## src/rtl/fdf_pkg.sv

```systemverilog
// Shared types, constants and compare functions of the face degenerate filter.
// No dependencies; face_degenerate_filter_core refers to this package by scoped names.
package fdf_pkg;

   localparam int MAX_CORNERS_DEFAULT = 16;
   localparam int RESULT_LIMIT = 16;
   localparam logic [31:0] FILL_RESET = 32'hdeadbeef;

   localparam logic [1:0] CLASS_POINT    = 2'd0;
   localparam logic [1:0] CLASS_LINE     = 2'd1;
   localparam logic [1:0] CLASS_TRIANGLE = 2'd2;
   localparam logic [1:0] CLASS_POLYGON  = 2'd3;

   typedef struct packed {
      logic [31:0] x;
      logic [31:0] y;
      logic [31:0] z;
   } pos_type;

   typedef struct packed {
      logic [31:0] corner_index;
      logic [31:0] pos_x;
      logic [31:0] pos_y;
      logic [31:0] pos_z;
      logic        face_end;
      logic        mesh_end;
   } req_payload_type;

   typedef struct packed {
      logic [31:0] slot_index;
      logic        slot_kept;
      logic        slot_last;
      logic [1:0]  face_class;
      logic        face_degenerate;
      logic        face_overflow;
      logic        mesh_done;
      logic [31:0] mesh_degenerate_count;
      logic [3:0]  mesh_class_mask;
   } rsp_payload_type;

   // IEEE single equality: NaN never matches, +0 matches -0.
   function automatic logic coord_equal(input logic [31:0] a, input logic [31:0] b);
      logic a_nan;
      logic b_nan;
      logic result;
      a_nan = (a[30:23] == 8'hff) && (a[22:0] != 23'd0);
      b_nan = (b[30:23] == 8'hff) && (b[22:0] != 23'd0);
      if (a_nan || b_nan) begin
         result = 1'b0;
      end else if ((a[30:0] | b[30:0]) == 31'd0) begin
         result = 1'b1;
      end else begin
         result = (a == b);
      end
      return result;
   endfunction

   function automatic logic pos_equal(input pos_type p, input pos_type q);
      return coord_equal(p.x, q.x) && coord_equal(p.y, q.y) && coord_equal(p.z, q.z);
   endfunction

endpackage

```

## src/rtl/fdf_ram.sv

```systemverilog
// Generic single-write, single-read RAM with a registered read port.
// No dependencies.
module fdf_ram #(
   parameter int WIDTH = 32,
   parameter int DEPTH = 16
) (
   input  logic                                       clock,
   input  logic                                       wr_enable,
   input  logic [((DEPTH > 1) ? $clog2(DEPTH) : 1)-1:0] wr_addr,
   input  logic [WIDTH-1:0]                           wr_data,
   input  logic [((DEPTH > 1) ? $clog2(DEPTH) : 1)-1:0] rd_addr,
   output logic [WIDTH-1:0]                           rd_data
);

   logic [WIDTH-1:0] mem_ff [DEPTH];
   logic [WIDTH-1:0] rd_data_ff;

   always_ff @(posedge clock) begin
      if (wr_enable) begin
         mem_ff[wr_addr] <= wr_data;
      end
      rd_data_ff <= mem_ff[rd_addr];
   end

   assign rd_data = rd_data_ff;

endmodule

```

## src/rtl/face_degenerate_filter_core.sv

```systemverilog
// Top level of the face degenerate filter: corner intake, position scan and slot emission.
// Depends on fdf_pkg (types, compare functions) and fdf_ram (kept index and position stores).
//
//  channel  direction  handshake                 payload
//  -------  ---------  ------------------------  ---------------------------------
//  req      in         req_valid / req_stall     req_payload (one face corner)
//  rsp      out        rsp_valid / rsp_stall     rsp_payload (one emitted slot)
//  csr      in         csr_write_enable          csr_write_data (fill word)
//
// A kept corner is accepted, then scanned against the k corners kept so far in its face:
// the position store is read one entry a cycle, and each entry is compared as its read returns.
// A dropped corner ends as soon as it matches; a corner past the limit is only flagged.
// A face end adds a close step, then for each emitted slot an index store read and an output
// load, which waits while rsp_stall holds the output register.
// Reset is synchronous and active high; the stores need no clearing pass.
// rsp_stall only holds the output register; a finished slot waits there while a new
// request is accepted.
module face_degenerate_filter_core #(
   parameter int MAX_CORNERS = fdf_pkg::MAX_CORNERS_DEFAULT
) (
   input  logic                     clock,
   input  logic                     reset,
   input  logic                     req_valid,
   output logic                     req_stall,
   input  fdf_pkg::req_payload_type req_payload,
   output logic                     rsp_valid,
   input  logic                     rsp_stall,
   output fdf_pkg::rsp_payload_type rsp_payload,
   input  logic                     csr_write_enable,
   input  logic [31:0]              csr_write_data
);

   localparam int CNT_W  = $clog2(MAX_CORNERS + 1);
   localparam int ADDR_W = (MAX_CORNERS > 1) ? $clog2(MAX_CORNERS) : 1;
   localparam int POS_W  = $bits(fdf_pkg::pos_type);

   typedef enum logic [1:0] {
      ST_IDLE,
      ST_SCAN,
      ST_CLOSE,
      ST_EMIT
   } state_type;

   // Control state
   state_type   state_ff, state_in;
   logic [CNT_W-1:0] kept_count_ff, kept_count_in;
   logic [CNT_W-1:0] corner_count_ff, corner_count_in;
   logic        overflow_ff, overflow_in;
   logic [31:0] degenerate_total_ff, degenerate_total_in;
   logic [3:0]  class_mask_ff, class_mask_in;
   logic [CNT_W-1:0] scan_ptr_ff, scan_ptr_in;
   logic        cmp_valid_ff, cmp_valid_in;
   logic [CNT_W-1:0] slot_ptr_ff, slot_ptr_in;
   logic [CNT_W-1:0] slot_total_ff, slot_total_in;
   logic        rd_valid_ff, rd_valid_in;
   logic        rsp_valid_ff, rsp_valid_in;
   logic [31:0] fill_word_ff, fill_word_in;

   // Payload registers
   fdf_pkg::req_payload_type corner_ff, corner_in;
   logic [1:0]  face_class_ff, face_class_in;
   logic        face_deg_ff, face_deg_in;
   fdf_pkg::rsp_payload_type rsp_payload_ff, rsp_payload_in;

   // Store ports
   logic              idx_wr_enable;
   logic [ADDR_W-1:0] wr_addr;
   logic [31:0]       idx_rd_data;
   logic [POS_W-1:0]  pos_rd_data;
   fdf_pkg::pos_type  corner_pos;
   logic              match_now;
   logic              scan_issue;
   logic              req_accept;
   logic              out_free;
   logic              slot_last;
   logic              slot_kept;

   assign corner_pos = '{x: corner_ff.pos_x, y: corner_ff.pos_y, z: corner_ff.pos_z};

   // Kept index and position stores share the write address (the next free slot).
   fdf_ram #(.WIDTH(32), .DEPTH(MAX_CORNERS)) u_idx_ram (
      .clock    (clock),
      .wr_enable(idx_wr_enable),
      .wr_addr  (wr_addr),
      .wr_data  (corner_ff.corner_index),
      .rd_addr  (slot_ptr_ff[ADDR_W-1:0]),
      .rd_data  (idx_rd_data)
   );

   fdf_ram #(.WIDTH(POS_W), .DEPTH(MAX_CORNERS)) u_pos_ram (
      .clock    (clock),
      .wr_enable(idx_wr_enable),
      .wr_addr  (wr_addr),
      .wr_data  (POS_W'(corner_pos)),
      .rd_addr  (scan_ptr_ff[ADDR_W-1:0]),
      .rd_data  (pos_rd_data)
   );

   assign wr_addr    = kept_count_ff[ADDR_W-1:0];
   assign req_stall  = (state_ff != ST_IDLE);
   assign req_accept = req_valid && !req_stall;
   assign out_free   = !rsp_valid_ff || !rsp_stall;

   // Scan: issue one address a cycle, compare the entry read the cycle before.
   // A new entry is written only after the scan ends, so reads never meet a pending write.
   assign scan_issue = (scan_ptr_ff < kept_count_ff);
   assign match_now  = cmp_valid_ff &&
                       fdf_pkg::pos_equal(fdf_pkg::pos_type'(pos_rd_data), corner_pos);

   assign slot_kept = (slot_ptr_ff < kept_count_ff);
   assign slot_last = ((slot_ptr_ff + CNT_W'(1)) == slot_total_ff);

   always_comb begin
      state_in            = state_ff;
      kept_count_in       = kept_count_ff;
      corner_count_in     = corner_count_ff;
      overflow_in         = overflow_ff;
      degenerate_total_in = degenerate_total_ff;
      class_mask_in       = class_mask_ff;
      scan_ptr_in         = scan_ptr_ff;
      cmp_valid_in        = cmp_valid_ff;
      slot_ptr_in         = slot_ptr_ff;
      slot_total_in       = slot_total_ff;
      rd_valid_in         = rd_valid_ff;
      fill_word_in        = csr_write_enable ? csr_write_data : fill_word_ff;
      corner_in           = corner_ff;
      face_class_in       = face_class_ff;
      face_deg_in         = face_deg_ff;
      rsp_payload_in      = rsp_payload_ff;
      idx_wr_enable       = 1'b0;
      // Drop the output once taken; a load below overrides this.
      rsp_valid_in        = rsp_valid_ff && rsp_stall;

      case (state_ff)
         ST_IDLE: begin
            if (req_accept) begin
               corner_in = req_payload;
               if (32'(corner_count_ff) >= MAX_CORNERS) begin
                  // Corner past the limit: only flag it, but let it close the face.
                  overflow_in = 1'b1;
                  if (req_payload.face_end || req_payload.mesh_end) begin
                     state_in = ST_CLOSE;
                  end
               end else begin
                  scan_ptr_in  = '0;
                  cmp_valid_in = 1'b0;
                  state_in     = ST_SCAN;
               end
            end
         end

         ST_SCAN: begin
            scan_ptr_in  = scan_issue ? (scan_ptr_ff + CNT_W'(1)) : scan_ptr_ff;
            cmp_valid_in = scan_issue;
            if (match_now || !scan_issue) begin
               if (!match_now) begin
                  idx_wr_enable = 1'b1;
                  kept_count_in = kept_count_ff + CNT_W'(1);
               end
               corner_count_in = corner_count_ff + CNT_W'(1);
               cmp_valid_in    = 1'b0;
               state_in = (corner_ff.face_end || corner_ff.mesh_end) ? ST_CLOSE : ST_IDLE;
            end
         end

         ST_CLOSE: begin
            case (32'(kept_count_ff))
               1:       face_class_in = fdf_pkg::CLASS_POINT;
               2:       face_class_in = fdf_pkg::CLASS_LINE;
               3:       face_class_in = fdf_pkg::CLASS_TRIANGLE;
               default: face_class_in = fdf_pkg::CLASS_POLYGON;
            endcase
            face_deg_in = (kept_count_ff < corner_count_ff);
            if (face_deg_in && (degenerate_total_ff != 32'hffffffff)) begin
               degenerate_total_in = degenerate_total_ff + 32'd1;
            end
            class_mask_in = class_mask_ff | (4'b0001 << face_class_in);
            slot_total_in = (32'(corner_count_ff) > fdf_pkg::RESULT_LIMIT)
                            ? CNT_W'(fdf_pkg::RESULT_LIMIT) : corner_count_ff;
            slot_ptr_in   = '0;
            rd_valid_in   = 1'b0;
            state_in      = ST_EMIT;
         end

         ST_EMIT: begin
            // Index store data matches slot_ptr in the cycle after the pointer settles.
            rd_valid_in = 1'b1;
            if (rd_valid_ff && out_free) begin
               rsp_valid_in = 1'b1;
               rsp_payload_in.slot_index      = slot_kept ? idx_rd_data : fill_word_ff;
               rsp_payload_in.slot_kept       = slot_kept;
               rsp_payload_in.slot_last       = slot_last;
               rsp_payload_in.face_class      = face_class_ff;
               rsp_payload_in.face_degenerate = face_deg_ff;
               rsp_payload_in.face_overflow   = overflow_ff;
               rsp_payload_in.mesh_done       = corner_ff.mesh_end;
               rsp_payload_in.mesh_degenerate_count =
                  corner_ff.mesh_end ? degenerate_total_ff : 32'd0;
               rsp_payload_in.mesh_class_mask = corner_ff.mesh_end ? class_mask_ff : 4'd0;
               slot_ptr_in = slot_ptr_ff + CNT_W'(1);
               rd_valid_in = 1'b0;
               if (slot_last) begin
                  // Face done: clear face state, and mesh totals on a mesh end.
                  kept_count_in   = '0;
                  corner_count_in = '0;
                  overflow_in     = 1'b0;
                  if (corner_ff.mesh_end) begin
                     degenerate_total_in = '0;
                     class_mask_in       = '0;
                  end
                  state_in = ST_IDLE;
               end
            end
         end

         default: begin
            state_in = ST_IDLE;
         end
      endcase
   end

   always_ff @(posedge clock) begin
      if (reset) begin
         state_ff            <= ST_IDLE;
         kept_count_ff       <= '0;
         corner_count_ff     <= '0;
         overflow_ff         <= 1'b0;
         degenerate_total_ff <= '0;
         class_mask_ff       <= '0;
         scan_ptr_ff         <= '0;
         cmp_valid_ff        <= 1'b0;
         slot_ptr_ff         <= '0;
         slot_total_ff       <= '0;
         rd_valid_ff         <= 1'b0;
         rsp_valid_ff        <= 1'b0;
         fill_word_ff        <= fdf_pkg::FILL_RESET;
      end else begin
         state_ff            <= state_in;
         kept_count_ff       <= kept_count_in;
         corner_count_ff     <= corner_count_in;
         overflow_ff         <= overflow_in;
         degenerate_total_ff <= degenerate_total_in;
         class_mask_ff       <= class_mask_in;
         scan_ptr_ff         <= scan_ptr_in;
         cmp_valid_ff        <= cmp_valid_in;
         slot_ptr_ff         <= slot_ptr_in;
         slot_total_ff       <= slot_total_in;
         rd_valid_ff         <= rd_valid_in;
         rsp_valid_ff        <= rsp_valid_in;
         fill_word_ff        <= fill_word_in;
      end
      corner_ff      <= corner_in;
      face_class_ff  <= face_class_in;
      face_deg_ff    <= face_deg_in;
      rsp_payload_ff <= rsp_payload_in;
   end

   assign rsp_valid   = rsp_valid_ff;
   assign rsp_payload = rsp_payload_ff;

   // Kept corners are a subset of accepted corners.
   a_kept_le_corners: assert property (@(posedge clock) disable iff (reset)
      kept_count_ff <= corner_count_ff)
      else $error("kept count exceeds corner count");

   // Accepted corners never pass the limit.
   a_corner_limit: assert property (@(posedge clock) disable iff (reset)
      32'(corner_count_ff) <= MAX_CORNERS)
      else $error("corner count past limit");

   // An overflow flag only exists on a full face.
   a_overflow_full: assert property (@(posedge clock) disable iff (reset)
      overflow_ff |-> (32'(corner_count_ff) == MAX_CORNERS))
      else $error("overflow flagged on a face below the limit");

   // Loading the last slot of a face returns to idle with the face state cleared.
   a_last_clears: assert property (@(posedge clock) disable iff (reset)
      (state_ff == ST_EMIT && rd_valid_ff && out_free && slot_last) |=>
      (state_ff == ST_IDLE && kept_count_ff == '0 && corner_count_ff == '0
       && rsp_valid_ff && rsp_payload_ff.slot_last))
      else $error("face state not cleared after last slot");

endmodule
```

## config.mk

```make
export PLATFORM = sky130hd
export DESIGN_NAME = face_degenerate_filter_core
export DESIGN_NICKNAME = d
export VERILOG_FILES = /design/src/rtl/fdf_pkg.sv /design/src/rtl/fdf_ram.sv /design/src/rtl/face_degenerate_filter_core.sv
export SDC_FILE = /design/constraint.sdc
export NUM_CORES = 2
export LEC_CHECK = 0
export BUFFER_PORTS_ARGS = -buffer_cell sky130_fd_sc_hd__buf_2
export CAP_MARGIN = 25
export CORE_MARGIN = 10
export CORE_UTILIZATION = 50
export CTS_BUF_LIST = sky130_fd_sc_hd__clkbuf_4
export DETAILED_ROUTE_END_ITERATION = 7
export PLACE_DENSITY = 0.66
export SLEW_MARGIN = 20
export SYNTH_ARGS = -nofsm -noshare
export SYNTH_HDL_FRONTEND = slang
export SYNTH_HIERARCHICAL = 1
export SYNTH_SLANG_ARGS = --single-unit
```

## constraint.sdc

```tcl
create_clock -name clock -period 30.2 [get_ports clock]
set_input_delay 3.02 -clock clock [delete_from_list [all_inputs] [get_ports clock]]
set_output_delay 3.02 -clock clock [all_outputs]
set_load 0.1 [all_outputs]
```

; Word level (Yosys, flattened, before mapping)
; Memories as Yosys holds them, arrays and structs flattened. A register that Yosys moved wholly into a read port is not among the register bits.
; Index checks and enable logic that the tools add are counted.
[classes]
add_sub_neg = 5
n_lt_le_gt_ge = 5
n_eq_ne = 28
shift = 1
mux = 58
n_bitwise = 4
reduce_logical = 50
[op_table]
columns = op, n
row1 = $mux 32, 5
row2 = $reduce_bool 23->1, 6
row3 = $eq 32x32->1, 3
row4 = $logic_not 31->1, 3
row5 = $or 31x31->31, 3
row6 = $pmux 32 s2, 1
row7 = $mux 5, 10
row8 = $eq 8x8->1 const B, 6
row9 = $pmux 5 s2, 4
row10 = $add 32x1->32 const B, 1
row11 = $ne 32x32->1 const B, 1
row12 = $mux 1, 21
row13 = $add 5x1->5 const B, 4
row14 = $ne 2x2->1 const B, 10
row15 = $reduce_and 5->1, 4
row16 = $mux 2, 8
row17 = $lt 5x5->1, 3
row18 = $logic_and 1x1->1, 13
row19 = $mux 4, 3
row20 = $reduce_and 4->1, 3
row21 = $eq 5x2->1 const B, 2
row22 = $reduce_bool 2->1, 5
row23 = $pmux 2 s4, 1
row24 = $pmux 4 s2, 1
row25 = other kinds (16), 30
[totals]
regBits = 307
ramBits = 2048
input_bits = 167
output_inout_bits = 77
memories = 2
[mem_list]
columns = name, depth, word_bits, read_ports, rd_ports_with_merged_regs, wr, line
row1 = u_pos_ram.mem_ff, 16, 96, 1, 1, 1, fdf_ram.sv:15  ; logic [WIDTH-1:0] mem_ff [DEPTH];
row2 = u_idx_ram.mem_ff, 16, 32, 1, 1, 1, fdf_ram.sv:15

; Longest topological paths before layout
[logic_depth]
word_depth = 12
mapped_depth = 11
mapped_depth_nobuf = 10

; Modules after synthesis
; The synthesis kept the hierarchy.
[modules_own_cells]
columns = mod, instances, cells_each, area_each_um2
row1 = fdf_ram at u_pos_ram, 1, 2460, 59355.7
row2 = fdf_ram at u_idx_ram, 1, 838, 19835.3
row3 = face_degenerate_filter_core, 1, 1284, 14476.4

; Least setup slack after synthesis
; Ideal clock, no wire load.
[synth_timing]
path_kind = reg2reg
from = register kept_count_ff[1]
to = memory u_pos_ram/mem_ff[0][0] in the netlist's numbering, enable pin
setup_ps = 668
t_arrival_ps = 8880
setup_slack_ps = 20652
stages_incl_launch_ff = 11
n_path_buf = 1
synth_period_minus_slack_ps = 9548
cell_sequence = dfxtp_1 -> inv_1 -> ha_1 -> a21o_1 -> a21o_1 -> a21oi_1 -> o21bai_1 -> and3_4 -> buf_6 -> or3b_2 -> nor3_1
[synth_between]
elab_chain_cells = 7
[synth_lines]
columns = item, line
row1 = from (decl), face_degenerate_filter_core.sv:46  ; logic [CNT_W-1:0] kept_count_ff, kept_count_in;
row2 = from (signal assigned), face_degenerate_filter_core.sv:239  ; kept_count_ff <= kept_count_in;
row3 = $lt 5x5->1, face_degenerate_filter_core.sv:106  ; assign scan_issue = (scan_ptr_ff < kept_count_ff);
row4 = $logic_not 1->1, face_degenerate_filter_core.sv:155  ; if (match_now || !scan_issue) begin
row5 = $logic_or 1x1->1, face_degenerate_filter_core.sv:155
row6 = $mux 1, face_degenerate_filter_core.sv:155
row7 = $mux 1, face_degenerate_filter_core.sv:134  ; case (state_ff)
row8 = named net idx_wr_enable, face_degenerate_filter_core.sv:66  ; logic idx_wr_enable;
row9 = $mux 1, fdf_ram.sv:19  ; if (wr_enable) begin
row10 = $mux 1 (implied by the code), fdf_ram.sv:20  ; mem_ff[wr_addr] <= wr_data;
row11 = to (decl), fdf_ram.sv:15
; The timed path passes the listed nets, and every way through them passes these cells.

; Worst setup path after layout
[layout_timing]
from = register state_ff[1]
to = output port req_stall
[layout_between]
elab_chain_cells = 1
[layout_lines]
columns = item, line
row1 = from (decl), face_degenerate_filter_core.sv:45  ; state_type state_ff, state_in;
row2 = from (signal assigned), face_degenerate_filter_core.sv:238  ; state_ff <= state_in;
row3 = $reduce_bool 2->1, face_degenerate_filter_core.sv:100  ; assign req_stall = (state_ff != ST_IDLE);
row4 = to (decl), face_degenerate_filter_core.sv:24  ; output logic req_stall,
; No other way between the ends.

==> impl_metrics.toml <==
[outcome]
status = "finished clean"

[clock_network]
clockBufferDepth = 4
ctsResizeCount = 0
worstSkewPairLatency_ps = 1400
cts_hold_buffers = 0
cts_tree = "built"
root_buffer = "clkbuf_4"
htreeDepth = 6
cts_inserted_buffers = 630
clkTransAtPathRegs_ps = 60
cts_setup_buffers = 0
cts.sinks = 2483

[timing]
setup_viol = 0
slew_headroom_pct = 27.6
fin_crit_ps = 5790
fin_ws_ps = 24410
worstMarginPinSlew_ps = 1090
finalSetupTns_ps = 0
fmax_mhz = 173
hold_ws_ps = 426
fin_worst_skew_ps = 123
slew_viol_final = 0
finalHoldViolCount = 0
rsz0062_at_grt = "no"
final.period_utilization_pct = 19.2

[setup_path]
worstPathArrival_ps = 2770
cp_data_required_time_ps = 27180
cpMaxStageDelayCell = "dfxtp_1"
endpoint_kind = "primary output"
path_cells = "nor2_1 -> inv_1 -> buf_2"
critical_path.max_stage_delay_ps = 740
crit_type = "flop to primary output"
path_max_fanout = 20
start_kind = "flop"

[synthesis]
synthDistinctLibCells = 65
synth_area_um2 = 93700
syn_avg_cell_area_um2 = 20.4
synthArstFlopShare_pct = 0
ys_seq_area_share_pct = 77.2
synth_enable_flop_cells = 2256
synth_nets = 4862
yosys_warnings = 6
ys.flop_type = "edfxtp_1"
netlist_instances = 4582
ys_seq_elements = 2483

[grt]
grt_pass1_vias = 50300
grt_pass1_wl_um = 325000
grt_overflow = 0
antenna_found_initial = 29
grt_usage_pct = 21.3
grt_max_degree = 144

[cells_and_area]
final_cell_area_um2 = 106000
area_growth_pct = 13.3
multi_input_area_um2 = 19800
layout.nets = 5626
layout-drive-gt1-share_pct = 32.9
fin_util_pct = 57.1
ff_latch_area_um2 = 72300
n_fill_cell = 14100

[route]
drtPass1Iterations = 5
wl_um = 219000
drc_errors = 0
vias = 48300
wl_per_cell_um = 26.4
ant_nets = 0
drt_first_iter_violations = 4398
routed_via_density = 5.82

[floorplanning]
die_h_um = 453
fp-row-count = 158
io_pins = 244
die_w_um = 453
start_util_pct = 50.4
core_um2 = 186000
dieArea_um2 = 205000

[power]
p_switching_mw = 2.13
power_frac_comb_pct = 11.7
swShare_pct = 25.9
power_density_nw_per_um2 = 77.4
ir_worst_vdd_mv = 0.0536
seqPwrFrac_pct = 54.7
p_clk_share_pct = 33.6
internal-power_mw = 6.08
p_leak_nw = 35.0

[job]
drv_cap = 0

[placement]
dpl_cell_area_um2 = 98100
gp_congestion = 0.799
dp.final_hpwl_um = 117000
preCtsSetupSlack_ps = 24070
portBuffers = 243

[worst_hold_path]
hp-class = "flop to flop"
==> layer usage <==
| layer | vias up | global-route usage, % | wire length, um |
|---|---|---|---|
| li1 | 20700 | - | - |
| met1 | 25200 | 28.5 | 88100 |
| met2 | 1947 | 34.3 | 109000 |
| met3 | 394 | 4.82 | 16100 |
| met4 | 12 | 7.83 | 6520 |
| met5 | - | 0 | 86 |
==> stage by stage <==
step,power [mW],cells
after floorplan,5.15,4582
after global placement,5.50,7181
after detailed placement,5.54,7190
after CTS,8.31,8283
after global routing,8.61,8294
final,8.21,8299
==> area by class of cell <==
class | count | area share (%)
clock inverter | 156 | 0.737
tap | 2480 | 2.92
timing repair buffer | 339 | 2.11
multi-input combinational | 1683 | 18.7
inverter | 209 | 0.741
clock buffer | 937 | 6.63
antenna | 12 | 0.0283
sequential | 2483 | 68.2
==> registers in the layout, indices dropped and copies added, names as in the netlist, 32 cells and up <==
signal,cells
fill_word_ff,32
degenerate_total_ff,32
u_pos_ram/mem_ff,1536
u_pos_ram/rd_data,96
u_idx_ram/rd_data,32
corner_ff,130
u_idx_ram/mem_ff,512
rsp_payload,75
==> logic make-up (layout without fill, tap and decap cells) <==
group | count (synthesis) | after routing | synth area share (%)
fa+ha+maj | 113 | 113 | 1.51
flops | 2483 | 2483 | 77.2
other cells | 0 | 12 | 0
mux | 579 | 579 | 13.1
compound gates | 399 | 399 | 3.04
buf+inv | 416 | 1641 | 1.99
simple gates | 581 | 581 | 3.11
xor+xnor | 11 | 11 | 0.103
==> cell usage after synthesis, drive strengths merged (22+ instances only) <==
library cell     n  area [um^2]
ha             113         1410
buf            122          763
or4             22          169
a22oi          259         1940
nand3           29          145
a21oi           48          244
nor4            62          388
o21ai           23          115
dfxtp          227         4540
and2            41          257
nand2          207          777
mux2            33          372
nand4           56          350
mux4           512        11500
edfxtp        2256        67700
nor2            84          315
clkbuf          85          319
inv            208          781
mux2i           34          340
nor3            28          140
==> power groups by stage <==
| stage | Combinational [mW] | Sequential [mW] | Clock [mW] |
|---|---|---|---|
| after floorplan | 0.687 | 4.46 | 0 |
| after global placement | 0.951 | 4.55 | 0 |
| after CTS | 0.973 | 4.50 | 2.84 |
| final | 0.958 | 4.49 | 2.76 |
| after detailed placement | 0.968 | 4.57 | 0 |
| after global routing | 1.04 | 4.54 | 3.03 |
==> layout by cell type, fill, tap and decap left out, drive strengths merged, types with 4 or more instances in the layout <==
master and count:
edfxtp 2256, or3 11, inv 219, nor2b 4, diode 12, a21o 10, o21ai 23, dfxtp 227
clkinv 136, a22oi 259, nand3 29, bufinv 6, nand2b 13, nand4 56, a31oi 7, or4 22
clkbuf 937, and4 6, mux2i 34, mux4 512, o31ai 11, nor3 28, nand3b 5, a21oi 48
buf 339, ha 113, xnor2 9, and3 7, and2 41, o211ai 10, o21a 5, nand2 207
mux2 33, nor4 62, nor2 84, clkinvlp 4
==> critical path, delay by kind of cell (launching register included) <==
family	cells	cell delay, ps
buf+inv	2	510
flops	1	740
simple gates	1	240
==> final timing paths <==
check / slack (ps) / to / cells past startpoint / start
max: 24410 / req_stall / 3 / state_ff[1]
min: 430 / rsp_payload[38] / 0 / face_deg_ff
max reg2reg: 24640 / u_pos_ram/mem_ff[6][69] / 12 / corner_ff[5]
min reg2reg: 430 / rsp_payload[38] / 0 / face_deg_ff
No activity file was read; power rests on OpenSTA's default activity.
